===== config.mk =====
export PLATFORM = sky130hd
export DESIGN_NAME = wcbc_front
export DESIGN_NICKNAME = d
export VERILOG_FILES = /design/src/rtl/wcbc_pkg.sv /design/src/rtl/wcbc_front.sv
export SDC_FILE = /design/constraint.sdc
export NUM_CORES = 1
export LEC_CHECK = 0
export BUFFER_PORTS_ARGS = -buffer_cell sky130_fd_sc_hd__buf_2
export CAP_MARGIN = 20
export CORE_UTILIZATION = 40
export DETAILED_ROUTE_END_ITERATION = 10
export GPL_TIMING_DRIVEN = 0
export PLACE_DENSITY = 0.93
export SLEW_MARGIN = 20
export SYNTH_ARGS = -nofsm -noshare
export SYNTH_HDL_FRONTEND = slang
export SYNTH_SLANG_ARGS = --single-unit

===== constraint.sdc =====
create_clock -name vclk -period 2.3
set_input_delay 0.115 -clock vclk [all_inputs]
set_output_delay 0.115 -clock vclk [all_outputs]
set_load 0.03 [all_outputs]

===== src/rtl/wcbc_pkg.sv =====
`timescale 1ns / 1ps
package wcbc_pkg;

  localparam int MAX_DIM_DEF   = 4096;
  localparam int AREA_BITS_DEF = 40;

  localparam int CRD_W      = 15;   // box edge sums and capped image sizes
  localparam int RA_W       = 17;
  localparam int CNT_W      = 16;
  localparam int OUT_AREA_W = 40;
  localparam int RATIO_W    = 24;
  localparam int FRAC_W     = 16;
  localparam int QDEPTH     = 2;
  localparam int CFG_ADDR_W = 4;
  localparam int CFG_DATA_W = 32;

  localparam logic [RA_W-1:0]  ONE_Q16 = 17'h10000;
  localparam logic [CNT_W-1:0] CNT_MAX = 16'hFFFF;

  localparam logic [1:0] CMD_BEGIN = 2'd0;
  localparam logic [1:0] CMD_BOX   = 2'd1;
  localparam logic [1:0] CMD_END   = 2'd2;

  localparam logic [1:0] REG_ROOT_ALPHA  = 2'd0;
  localparam logic [1:0] REG_AREA_THR    = 2'd1;
  localparam logic [1:0] REG_COUNT_THR   = 2'd2;

  localparam logic [RA_W-1:0]  ROOT_ALPHA_RST = 17'd65536;
  localparam logic [RA_W-1:0]  AREA_THR_RST   = 17'd32768;
  localparam logic [CNT_W-1:0] COUNT_THR_RST  = 16'd10;

  typedef enum logic [1:0] {
    OP_BEGIN = 2'd0,
    OP_BOX   = 2'd1,
    OP_END   = 2'd2
  } op_t;

  typedef struct packed {
    logic [1:0]  command;
    logic [12:0] image_width;
    logic [12:0] image_height;
    logic [11:0] box_left;
    logic [11:0] box_top;
    logic [12:0] box_width;
    logic [12:0] box_height;
  } in_item_t;

  typedef struct packed {
    logic                  full_screen;
    logic [CNT_W-1:0]      boxes_inside;
    logic [OUT_AREA_W-1:0] covered_area;
    logic [RATIO_W-1:0]    area_ratio;
  } out_item_t;

  typedef struct packed {
    logic [RA_W-1:0]  root_alpha;
    logic [RA_W-1:0]  area_threshold;
    logic [CNT_W-1:0] count_threshold;
  } cfg_t;

  // begin: x1/y1 carry the capped image size; box: x0,y0 .. x1,y1 edges
  typedef struct packed {
    op_t              op;
    logic [CRD_W-1:0] x0;
    logic [CRD_W-1:0] y0;
    logic [CRD_W-1:0] x1;
    logic [CRD_W-1:0] y1;
  } q_entry_t;

  typedef struct packed {
    logic full;
    logic not_empty;
  } q_stat_t;

endpackage


===== src/rtl/wcbc_front.sv =====
`timescale 1ns / 1ps
module wcbc_front import wcbc_pkg::*; #(
  parameter int MAX_DIM = MAX_DIM_DEF
) (
  input  logic     in_valid,
  input  in_item_t in_item,
  output logic     in_stall,
  input  q_stat_t  q_stat,
  output logic     push,
  output q_entry_t ent
);

  logic             acc;
  logic [CRD_W-1:0] w_cap;
  logic [CRD_W-1:0] h_cap;

  assign in_stall = q_stat.full;
  assign acc      = in_valid && !q_stat.full;

  assign w_cap = ({2'b00, in_item.image_width} > CRD_W'(MAX_DIM)) ?
                 CRD_W'(MAX_DIM) : CRD_W'(in_item.image_width);
  assign h_cap = ({2'b00, in_item.image_height} > CRD_W'(MAX_DIM)) ?
                 CRD_W'(MAX_DIM) : CRD_W'(in_item.image_height);

  always_comb begin
    push   = 1'b0;
    ent.op = OP_END;
    ent.x0 = '0;
    ent.y0 = '0;
    ent.x1 = '0;
    ent.y1 = '0;
    case (in_item.command)
      CMD_BEGIN: begin
        push   = acc;
        ent.op = OP_BEGIN;
        ent.x1 = w_cap;
        ent.y1 = h_cap;
      end
      CMD_BOX: begin
        push   = acc;
        ent.op = OP_BOX;
        ent.x0 = CRD_W'(in_item.box_left);
        ent.y0 = CRD_W'(in_item.box_top);
        ent.x1 = CRD_W'(in_item.box_left) + CRD_W'(in_item.box_width);
        ent.y1 = CRD_W'(in_item.box_top) + CRD_W'(in_item.box_height);
      end
      CMD_END: begin
        push   = acc;
        ent.op = OP_END;
      end
      default: begin
        push = 1'b0;  // unused command: taken and dropped
      end
    endcase
  end

endmodule


# == Word level (Yosys, flattened, before mapping) ==
# Index checks and enable logic that the tools add are counted.
# totals
rom_bits,0
reg_bits,0
ram_bits,0
out_inout_bits,64
memories,0
latch_bits,0
word_cells,16
# op_classes
n_mux,6
eq_ne,2
bitwise_logic,0
n_shift,0
n_addsub,2
magnitude_cmp,2
reduce_logical,4
div,0
n_mul,0
# op_table
cell,count
29-bit case mux with 2 select lines,1
12-bit by 13-bit adder with 14-bit output,2
27-bit 2-to-1 mux,1
"13-bit greater-than comparator, second input constant",2
13-bit 2-to-1 mux,2
2-bit case mux with 2 select lines,1
3-bit OR reduction,1
"2-bit by 1-bit equality test with 1-bit output, second input constant",1
"2-bit equality test, second input constant",1
2-bit zero test,1
1-bit logical AND,1
1-bit zero test,1
1-bit 2-to-1 mux,1

# == Logic depth before layout (Yosys ltp) ==
# depth
word_depth,3
mapped_depth,9
mapped_depth_nobuf,9

# == Least setup slack after synthesis ==
# Ideal clock, no wire load.
# synth_timing
path_type,input -> output
start,input port in_item[0] in the netlist's numbering
end,output port ent[12] in the netlist's numbering
required_time_ns,2.185
setup_slack_ns,-0.093
cell_stages,8
arrival_time_ns,2.278
path_cell_list,ha_1 fa_1 a211oi_1 nor2_1 o311ai_1 o21bai_1 xnor2_1 o21ai_0
# synth_lines
item,line,text
start: declaration,wcbc_front.sv:6,"input in_item_t in_item,"
end: declaration,wcbc_front.sv:10,output q_entry_t ent

==> qor.yml <==
final_layout:
  fill_cells: 345
  layout_commonest_cell: "buf_2"
  final_cells: 440
  final_cell_mix: "132 x buf_2, 26 x nand2_1, 24 x o21ai_0, 24 x and2_1, 23 x ha_1"
  syn_to_final_growth_pct: 54.2
  seq_cells: 0
  diodes: 0
  fin_area_mm2: 0.00253
  final_net_count: 501
  drive_above_1_share: 0.431
  ff_latch_area_um2: 0
  n_clock_buffer: 0
  final_core_util: 0.666
setup_path:
  cpPeakStageDelay_ps: 420
  cp_max_fo: 4
  cp_top_family: "compound AO/OA/AOI/OAI gates"
  crit_required_ps: 2180
  cp_cell_sequence: "buf_6 -> ha_4 -> fa_2 -> a211oi_2 -> nor2_2 -> o311ai_2 -> nand2_1 -> xnor2_2 -> o21ai_1 -> buf_4"
  cp.arrival_ps: 2100
  end_kind: "output pin"
  path_class: "in2out"
  cp-start-kind: "primary input"
  path_buf_inv: 2
  crit_path_top_delay_cell: "fa_2"
routing:
  drtPass1Iterations: 4
  wl_per_cell_um: 13.7
  ant_nets: 0
  vias_per_cell: 5.54
  routed_wl_um: 6020
  drc: 0
  vias: 2437
  drt_first_iter_violations: 100
pwr:
  p_per_area_mw_per_mm2: 285
  p_total_mw: 0.722
  p_leak_nw: 1.38
  vdd_drop_max_uv: 155
place:
  gp_congestion: 0.893
  post-dp-hpwl_um: 4940
  postPlaceCellArea_mm2: 0.00241
  placed_cells: 434
  pre_cts_ws_ps: -70.9
  portBuffers: 136
logic_synthesis:
  synth_xor_area_frac: 0.0907
  syn_inst: 243
  ys_types: 43
  syn_avg_cell_area_um2: 6.76
  ys_top_cells_by_area: "ha_1 18%, and2_1 9.1%, o21ai_0 8.5%"
  synth_compound_area_frac: 0.334
  synth-seq-area-share: 0
  synth.cell_area_mm2: 0.00164
  synth_fa_ha_area_frac: 0.207
  yosys_warnings: 0
  synthMuxAreaShare: 0.00686
  synth_top_family_by_area: "compound AO/OA/AOI/OAI gates"
  synth-simple-area-share: 0.293
  synth_top_area_frac: 0.183
  synth_top_area_cell: "ha_1"
timing:
  worst_slack_ps: 88.3
  fmax_ghz: 0.452
  worstMarginPinSlew_ps: 819
  slew_headroom: 0.449
  final-setup-viol-count: 0
  setup_tns_ps: 0
  post-route-min-period_ps: 2210
  hold_viol_final: 0
  report.final.slew_viol_count: 0
  min_period_over_period: 0.962
  hold_ws_ps: 525
global_route:
  track_usage: 0.251
  grt_use_met3: 0.0207
  grt_antenna_before_repair: 0
  grt_pass1_vias: 2197
  busiest_layer: "met2"
  gr-total-overflow: 0
  grt.met1_usage: 0.266
  grt_pass1_wl_um: 8910
  grt_start_max_net_pins: 11
  grt_use_met2: 0.517
floorplanning:
  dieHeight_um: 66.1
  die_w_um: 66.1
  dieArea_mm2: 0.00436
  num_rows: 22
  io_pins: 145
  core-area_mm2: 0.00380
  start_util: 0.432
job:
  drv_cap: 0
clocking:
  ctsHoldBuffers: 0
run_status:
  status: "completed"
worst_hold_path:
  hold_path.class: "in2out"
[power by group]
group          total [mW]  leakage [nW]  internal, mW  switching (mW)
logic               0.722          1.38         0.287           0.435
registers               0             0             0               0
clock network           0             0             0               0
[per-layer routing]
| layer | wire, um | vias up | part of all wire |
|---|---|---|---|
| met3 | 425 | 16 | 0.071 |
| met5 | 0 | - | 0 |
| met4 | 99 | 0 | 0.016 |
| met1 | 2280 | 1117 | 0.38 |
| li1 | - | 1178 | - |
| met2 | 3210 | 126 | 0.53 |
[logic make-up after synthesis]
logic type	count (synthesis)
xor+xnor	17
simple gates	94
compound gates	84
fa+ha+maj	26
buf+inv	20
mux	1
other cells	1
[Yosys cell counts (4+ instances only)]
library cell	number
a22o_1	5
a21oi_1	18
nor2_1	15
nor4_1	6
nand3_1	7
nand2_1	26
and2_1	24
clkbuf_1	6
ha_1	24
xor2_1	7
buf_4	9
a211oi_1	5
nand2b_1	5
o21ai_0	28
a21o_1	6
inv_1	4
xnor2_1	10
[what timing repair did]
action | 4_1_cts | 5_1_grt
pin swaps | 0 | 11
setup buffers | 0 | 6
gates resized for setup | 3 | 16
cloned | 0 | 0
setup endpoints to repair | 3 | 6
[cell type report]
class                           count  area, um2  share of cell area
Timing Repair Buffer              142        743               0.294
Multi-Input combinational cell    230       1620               0.640
Inverter                            5       18.8             0.00741
Buffer                             15       90.1              0.0356
Tap cell                           48       60.1              0.0237
[final timing paths]
path | startpoint | endpoint | cells past startpoint
max | in_item[26] | ent[10] | 10
min | q_stat[1] | push | 3
(Power assumes the default switching activity.)
