File: src/rtl/wcbc_pkg.sv
`timescale 1ns / 1ps
package wcbc_pkg;

  localparam int MAX_DIM_DEF   = 4096;
  localparam int AREA_BITS_DEF = 40;

  localparam int CRD_W      = 15;   // box edge sums and capped image sizes
  localparam int RA_W       = 17;
  localparam int CNT_W      = 16;
  localparam int OUT_AREA_W = 40;
  localparam int RATIO_W    = 24;
  localparam int FRAC_W     = 16;
  localparam int QDEPTH     = 2;
  localparam int CFG_ADDR_W = 4;
  localparam int CFG_DATA_W = 32;

  localparam logic [RA_W-1:0]  ONE_Q16 = 17'h10000;
  localparam logic [CNT_W-1:0] CNT_MAX = 16'hFFFF;

  localparam logic [1:0] CMD_BEGIN = 2'd0;
  localparam logic [1:0] CMD_BOX   = 2'd1;
  localparam logic [1:0] CMD_END   = 2'd2;

  localparam logic [1:0] REG_ROOT_ALPHA  = 2'd0;
  localparam logic [1:0] REG_AREA_THR    = 2'd1;
  localparam logic [1:0] REG_COUNT_THR   = 2'd2;

  localparam logic [RA_W-1:0]  ROOT_ALPHA_RST = 17'd65536;
  localparam logic [RA_W-1:0]  AREA_THR_RST   = 17'd32768;
  localparam logic [CNT_W-1:0] COUNT_THR_RST  = 16'd10;

  typedef enum logic [1:0] {
    OP_BEGIN = 2'd0,
    OP_BOX   = 2'd1,
    OP_END   = 2'd2
  } op_t;

  typedef struct packed {
    logic [1:0]  command;
    logic [12:0] image_width;
    logic [12:0] image_height;
    logic [11:0] box_left;
    logic [11:0] box_top;
    logic [12:0] box_width;
    logic [12:0] box_height;
  } in_item_t;

  typedef struct packed {
    logic                  full_screen;
    logic [CNT_W-1:0]      boxes_inside;
    logic [OUT_AREA_W-1:0] covered_area;
    logic [RATIO_W-1:0]    area_ratio;
  } out_item_t;

  typedef struct packed {
    logic [RA_W-1:0]  root_alpha;
    logic [RA_W-1:0]  area_threshold;
    logic [CNT_W-1:0] count_threshold;
  } cfg_t;

  // begin: x1/y1 carry the capped image size; box: x0,y0 .. x1,y1 edges
  typedef struct packed {
    op_t              op;
    logic [CRD_W-1:0] x0;
    logic [CRD_W-1:0] y0;
    logic [CRD_W-1:0] x1;
    logic [CRD_W-1:0] y1;
  } q_entry_t;

  typedef struct packed {
    logic full;
    logic not_empty;
  } q_stat_t;

endpackage

File: src/rtl/wcbc_queue.sv
`timescale 1ns / 1ps
module wcbc_queue import wcbc_pkg::*; (
  input  logic     clk,
  input  logic     rst_n,
  input  logic     push,
  input  q_entry_t ent_in,
  input  logic     pop,
  output q_entry_t head,
  output q_stat_t  q_stat
);

  localparam int PTR_W = $clog2(QDEPTH);

  q_entry_t         mem_r [QDEPTH];
  logic [PTR_W-1:0] wr_ptr_r;
  logic [PTR_W-1:0] rd_ptr_r;
  logic [PTR_W:0]   cnt_r;

  assign head             = mem_r[rd_ptr_r];
  assign q_stat.full      = (cnt_r == (PTR_W+1)'(QDEPTH));
  assign q_stat.not_empty = (cnt_r != '0);

  always_ff @(posedge clk) begin
    if (!rst_n) begin
      wr_ptr_r <= '0;
      rd_ptr_r <= '0;
      cnt_r    <= '0;
    end else begin
      if (push) begin
        wr_ptr_r <= wr_ptr_r + 1'b1;
      end
      if (pop) begin
        rd_ptr_r <= rd_ptr_r + 1'b1;
      end
      if (push && !pop) begin
        cnt_r <= cnt_r + 1'b1;
      end else if (pop && !push) begin
        cnt_r <= cnt_r - 1'b1;
      end
    end
  end

  always_ff @(posedge clk) begin
    if (push) begin
      mem_r[wr_ptr_r] <= ent_in;
    end
  end

endmodule

File: config.mk
export PLATFORM = sky130hd
export DESIGN_NAME = wcbc_queue
export DESIGN_NICKNAME = d
export VERILOG_FILES = /design/src/rtl/wcbc_pkg.sv /design/src/rtl/wcbc_queue.sv
export SDC_FILE = /design/constraint.sdc
export NUM_CORES = 1
export LEC_CHECK = 0
export BUFFER_PORTS_ARGS = -buffer_cell sky130_fd_sc_hd__clkbuf_2
export CAP_MARGIN = 0
export CORE_UTILIZATION = 55
export CTS_BUF_LIST = sky130_fd_sc_hd__clkbuf_16
export DETAILED_ROUTE_END_ITERATION = 8
export GPL_TIMING_DRIVEN = 0
export PLACE_DENSITY = 0.83
export SLEW_MARGIN = 10
export SYNTH_ARGS = -nofsm -noshare
export SYNTH_HDL_FRONTEND = slang
export SYNTH_SLANG_ARGS = --single-unit
File: constraint.sdc
create_clock -name clk -period 8.9 [get_ports clk]
set_input_delay 2.225 -clock clk [delete_from_list [all_inputs] [get_ports clk]]
set_output_delay 2.225 -clock clk [all_outputs]
set_load 0.1 [all_outputs]
======== Yosys cells after proc, flatten, opt, wreduce, memory -nomap -nowiden ========
Memory sizes are Yosys's and may differ from the RTL's. A register that Yosys moved wholly into a read port is not among the register bits.
Cells that the tools add are included.
word-level totals
  bits in registers ....................... 4
  memory bits (writable) .................. 124
  output and inout port bits .............. 64
  memories kept ........................... 1
cells by class
  add/subtract/negate cells ............... 4
  equality and inequality tests ........... 1
  multiplexer cells ....................... 6
  reduce and logical (&&, ||, !) cells .... 6
memories
  name   words  width  read ports  clocked after memory_dff  write ports  RTL line          RTL
  mem_r  2      62     1           1                         1            wcbc_queue.sv:14  q_entry_t mem_r [QDEPTH];
operators by type and width
  operator                                           count
  two-way mux 1 bit                                  4
  two-way mux 2 bit                                  2
  nonzero test 2 bit                                 2
  adder 1 bit (second input constant)                2
  adder 2 x 1 -> 2 bit (second input constant)       1
  equality test 2 bit (second input constant)        1
  logical AND 1 bit                                  2
  zero test 1 bit                                    2
  subtractor 2 x 1 -> 2 bit (second input constant)  1

======== Logic depth before layout (Yosys ltp) ========
Gate-level depths: netlist of the first run.
  word-level depth ........................ 4
  gate-level depth with buffers ........... 5
  depth with buffers taken out ............ 5

======== Worst setup path before layout of the first run ========
No wires, ideal clock.
  path kind ............................... input to register
  start ................................... in push
  end ..................................... mem mem_r[0][0] (netlist bit) (enable)
  library setup time ...................... 491 ps
  arrival ................................. 4985 ps
  slack ................................... 3425 ps
  stages on the path ...................... 1
  cells stage by stage .................... nor2b_1
on the way
  cells in the longest elaborated chain, start to end .. 2
ends and longest elaborated chain
  item                                     RTL line          RTL
  start: declaration                       wcbc_queue.sv:5   input logic push,
  two-way mux 1 bit                        wcbc_queue.sv:44  if (push) begin
  two-way mux 1 bit (not written as such)  wcbc_queue.sv:45  mem_r[wr_ptr_r] <= ent_in;
  end: declaration                         wcbc_queue.sv:14
No other way between the ends.

==> metrics.txt, run 1 <==
# setup viols final 0; initial antenna violation count 0; CTS tree done; detailed-route via count 2458; Final Cycle Share 0.463; arrival time worst endpoint 1.90 ns; 1st-iter DRT viols 99; TritonRoute pass-1 iters 4; # resized after CTS 0; top achievable clock speed 243 MHz; vias in the first global route 2569; CP required 6.68 ns; Ys Warns 0; Clock Sinks 129; core area 8260 µm²; synthesized cell area 4720 µm²; pin count of the biggest net entering global routing 41; TNS Setup 0 ns; leading area contributor after synthesis edfxtp_1; Seq cells post-synth 129; Syn Nets 282; input/output buffers 129; share of layout cells above drive strength 1 0.616; Crit. End Element output pin; Die W 94.6 µm; Worst setup SP type flip-flop; Congestion Overflow GR 0; final WL 8300 µm; Avg Inst Size Synth 21.9 µm²; Die H 94.6 µm; Hold Crit Class flip-flop to flip-flop; headroom to the max-slew limit 0.496; Syn-to-layout area delta 30.0%; first-pass GRT wire length 12400 µm; RSZ-0062 raised after global routing false; outcome finished clean; ANT cells 0; Slew @ Worst Pin 0.755 ns; Final Net Count 433; I/O pin total 130; Die ar. 8950 µm²; kind of critical path flip-flop to output pin; worst-path fanout max 10; cell count after synthesis 215; routed vias/inst 5.09; Fin. Hold Viols 0; row cnt 33; antenna viol nets, final 0; clock-pin slew on the worst setup and hold paths 0.05 ns; leakage 2.39 nW; PwrDens 277 nW/µm²; CTS Buf Count 17; Root Driver clkbuf_16; H-tree levels 4; remaining routing DRC violations 0; Post-CTS Setup Repair Bufs 0; max-slew violation total from the final report 0; GRT Overall Usage 0.196; max_cap viols 0; Yosys cell types 17; GP Congestion 0.710; routed len/inst 17.2 µm; top cells by area, synth edfxtp_1 79%, mux2_2 15%, dfxtp_1 2.1%, buf_6 1.4%, and2_1 0.53%; Max clock buf depth 2; Seq/Total Area, Yosys 0.811; hold buffer count at CTS 0; fin crit period 4.12 ns; Tot Pwr 1.70 mW; Final HPWL DP 5600 µm; skew final 0.00524 ns; Yosys top cell area share 0.790; worst skew pair latency 0.40 ns; Worst VDD drop 0.168 mV; initial core utilization 0.571
Yosys cell counts (all sizes together):
cell type / number
inv: 1
mux2: 62
edfxtp: 124
buf: 7
xnor2: 1
and2b: 1
o21a: 1
or2: 1
xor2: 2
ha: 1
nor2b: 2
a21boi: 1
or3: 1
o21ai: 1
and2: 4
dfxtp: 5
state kept, by name, indices dropped and copies added (netlist names), named ones only:
signal,cells
rd_ptr_r,1
wr_ptr_r,1
cnt_r,2
mem_r,124
cells in the final DEF, fill, tap and decap left out, types with 2 or more instances in the layout:
cell	synthesis	routed
mux2_2	62	62
clkinv_2	0	6
bufinv_16	0	2
clkinv_1	0	2
clkbuf_16	0	17
buf_16	0	2
clkbuf_2	0	129
and2_1	4	3
inv_1	1	2
buf_6	6	6
clkinvlp_4	0	2
dfxtp_1	5	5
xor2_1	2	2
edfxtp_1	124	124
critical path, cell delays in order, from the launching register on:
cell and delay (ns):
dfxtp_1 0.32, buf_2 0.26, buf_6 0.20, mux2_2 0.35, clkbuf_2 0.38
stage by stage:
stage,utilization,cell area (µm²),cells,worst slack (ns),hold slack (ns)
2_1_floorplan,-,4720,215,3.42,0.461
3_3_place_gp,0.665,5490,449,1.83,0.474
3_5_place_dp,0.675,5580,452,5.11,0.491
4_1_cts,0.742,6130,483,4.73,0.501
5_1_grt,0.742,6130,483,4.69,0.551
6_report,0.742,6130,483,4.78,0.503
per-layer routing:
layer	vias up	GRT usage	routed length [µm]
li1	1156	-	-
met4	0	0.0682	65
met5	-	0	0
met2	106	0.335	4290
met1	1186	0.221	3380
met3	10	0.0845	562
cells by family after synthesis:
logic type / count (synthesis) / synth area share
xor+xnor: 3 / 0.00557
mux: 62 / 0.148
compound gates: 3 / 0.00425
fa+ha+maj: 1 / 0.00265
buf+inv: 8 / 0.0162
simple gates: 9 / 0.0125
flops: 129 / 0.811
cell type report:
class,count,area [µm²]
Timing Repair Buffer,132,721
Fill cell,514,2130
Clock buffer,17,425
Sequential cell,129,3820
Tap cell,105,131
Clock inverter,14,125
Multi-Input combinational cell,78,826
Inverter,1,3.75
Buffer,7,72.6
report_power, final:
group | internal, mW | switching (mW) | total (mW)
Clock | 0.403 | 0.230 | 0.633
Combinational | 0.0727 | 0.282 | 0.354
Sequential | 0.702 | 0.00869 | 0.711
Total | 1.18 | 0.520 | 1.70
path summary, 6_finish.rpt:
kind | start | end | depth (start not counted) | slack (ns)
min reg2reg | cnt_r[1] | cnt_r[1] | 2 | 0.50
max reg2reg | wr_ptr_r | mem_r[0][28] | 3 | 7.19
min | cnt_r[1] | cnt_r[1] | 2 | 0.50
max | flip-flop | head[61] | 4 | 4.78
Note: power is estimated with default switching activity, not from simulation.
==> run 2: changes to the inputs <==
- CORE_UTILIZATION: 55 -> 47
- PLACE_DENSITY: 0.83 -> 0.76
- clock period: 8.9 -> 3.3 ns (I/O delays scaled with it)
==> run 2 against run 1 <==
  * Hold slack better by 0.0040 ns
  * Register-to-register slack worse by 5.3 ns
  * Sequential power rose to 2.7 times the previous value
  * Utilization shrank 10 points
  * Worst setup slack got worse by 4.2 ns
  * Clock power rose to 3.0 times the previous value
  * First-iteration DRC count fell by 30%
  * Critical path depth is the same
  * Sequential share of layout area is 0.87 points lower
  * Clock-buffer cell count unchanged
  * Clock skew up 0.0026 ns
  * Critical endpoint is now head[54]
  * Highest routed layer unchanged
==> metrics.txt, run 2 (synthesized netlist as in run 1, its figures left out) <==
R2R setup slack 1.86 ns (-5.33 ns); Root Driver clkbuf_16; Setup WS post-layout 0.593 ns (-4.18 ns); 1st-iter DRT viols 69 (-30%); I/O pin total 130 (unchanged); Slew @ Worst Pin 0.568 ns (-0.187 ns); CP Cell Sequence buf_2 > buf_6 > mux2_2 > clkbuf_2; max-slew violation total from the final report 0 (unchanged); H-tree levels 4 (unchanged); skew final 0.00784 ns (+0.00261 ns); detailed-route via count 2446 (-0.49%); leakage 2.40 nW (+0.63%); Final Cycle Share 0.820; input/output buffers 129 (unchanged); max_cap viols 0 (unchanged); # setup viols final 0 (unchanged); worst-path fanout max 10 (unchanged); outcome finished clean; TNS Setup 0 ns (unchanged); most common cell after layout, fill and taps aside clkbuf_2; hold buffer count at CTS 0 (unchanged); Met1 Routed Length 3000 µm (-11%); share of layout cells above drive strength 1 0.617 (+0.00101); highest metal used met4; ANT cells 0 (unchanged); Final HPWL DP 5160 µm (-7.7%); Final Net Count 433 (unchanged); top achievable clock speed 369 MHz; met3 routed WL 599 µm (+6.6%); CTS tree done; Worst setup SP type flip-flop; top flop regs mem_r (124), cnt_r (2); row cnt 36 (+9.1%); routed vias/inst 4.78 (-6.1%); vias in the first global route 2460 (-4.2%); TritonRoute pass-1 iters 4 (unchanged); Congestion Overflow GR 0 (unchanged); core area 9730 µm² (+18%); pre-CTS WS 1.00 ns (-4.11 ns); PwrDens 769 nW/µm² (+180%); worst hold path depth 2 (unchanged); Die ar. 10400 µm² (+17%); worst skew pair latency 0.41 ns (about the same); Post-CTS Setup Repair Bufs 0 (unchanged); initial core utilization 0.485 (-0.0864); CP required 2.47 ns (-4.21 ns); # resized after CTS 0 (unchanged); Fin. Hold Viols 0 (unchanged); Syn-to-layout area delta 31.8%; Worst VDD drop 0.428 mV (+160%); clock-pin slew on the worst setup and hold paths 0.06 ns (about the same); Max stage delay on crit path 0.37 ns (about the same); WHS 0.507 ns (+0.00397 ns); fin crit period 2.71 ns; Hold Crit Class flip-flop to flip-flop; pin count of the biggest net entering global routing 37 (-9.8%); final design utilization 0.639 (-0.103); headroom to the max-slew limit 0.623 (+0.127); first-pass GRT wire length 11500 µm (-7.3%); commonest non-fill, non-tap cells in the layout 129 x clkbuf_2, 124 x edfxtp_1, 62 x mux2_2; largest reg by FF count mem_r; Clock Sinks 129 (unchanged); Crit. End Element output pin; Die H 102 µm (+8.0%); CTS Buf Count 17 (unchanged); CP max stage cell clkbuf_2; arrival time worst endpoint 1.88 ns (-0.02 ns); Met2 Routed Length 3950 µm (-7.9%); remaining routing DRC violations 0 (unchanged); GP Congestion 0.664 (-6.4%); kind of critical path flip-flop to output pin; Die W 102 µm (+8.0%); initial antenna violation count 0 (unchanged); routed len/inst 15.1 µm (-12%); RSZ-0062 raised after global routing false; final WL 7710 µm (-7.1%); antenna viol nets, final 0 (unchanged); FF-to-FF path depth 2 (-1); GRT Overall Usage 0.155 (-0.0413); Largest register FFs 124 (unchanged); Max clock buf depth 2 (unchanged)
-- run 2: stage by stage --
step / total power, mW / std cells / cell area [µm²]
floorplan: 2.74 / 215 / 4720
global placement: 2.88 / 477 / 5530
detailed placement: 2.90 / 480 / 5600
CTS: 4.82 / 512 / 6210
global route: 4.91 / 512 / 6210
finish: 4.78 / 512 / 6210
-- run 2: final cells by class --
cell class / count / area (µm²)
Fill cell: 723 / 3510
Clock buffer: 17 / 425
Sequential cell: 129 / 3820
Tap cell: 133 / 166
Clock inverter: 15 / 191
Inverter: 1 / 3.75
Multi-Input combinational cell: 78 / 826
Buffer: 7 / 72.6
Timing Repair Buffer: 132 / 706
-- run 2: routing by layer --
metal	up-vias	GRT usage
met5	-	0
met4	0	0.0989
met3	17	0.0622
met2	106	0.255
met1	1166	0.168
li1	1157	-
-- run 2: worst paths after layout --
| kind | start | to |
|---|---|---|
| setup / recovery | flip-flop | head[54] |
| hold / removal | cnt_r[1] | cnt_r[1] |
| setup reg to reg | wr_ptr_r | mem_r[1][37] |
| hold reg to reg | cnt_r[1] | cnt_r[1] |
-- run 2: critical path, delay by kind of cell (launching register included) --
| kind | cells | cell delay [ns] |
|---|---|---|
| buf+inv | 3 | 0.82 |
| mux | 1 | 0.35 |
| flops | 1 | 0.30 |
-- run 2: power by group --
group / switching, mW / leakage, nW / internal [mW]
logic: 0.756 / 0.903 / 0.193
clock network: 0.660 / 0.296 / 1.26
registers: 0.0212 / 1.21 / 1.89
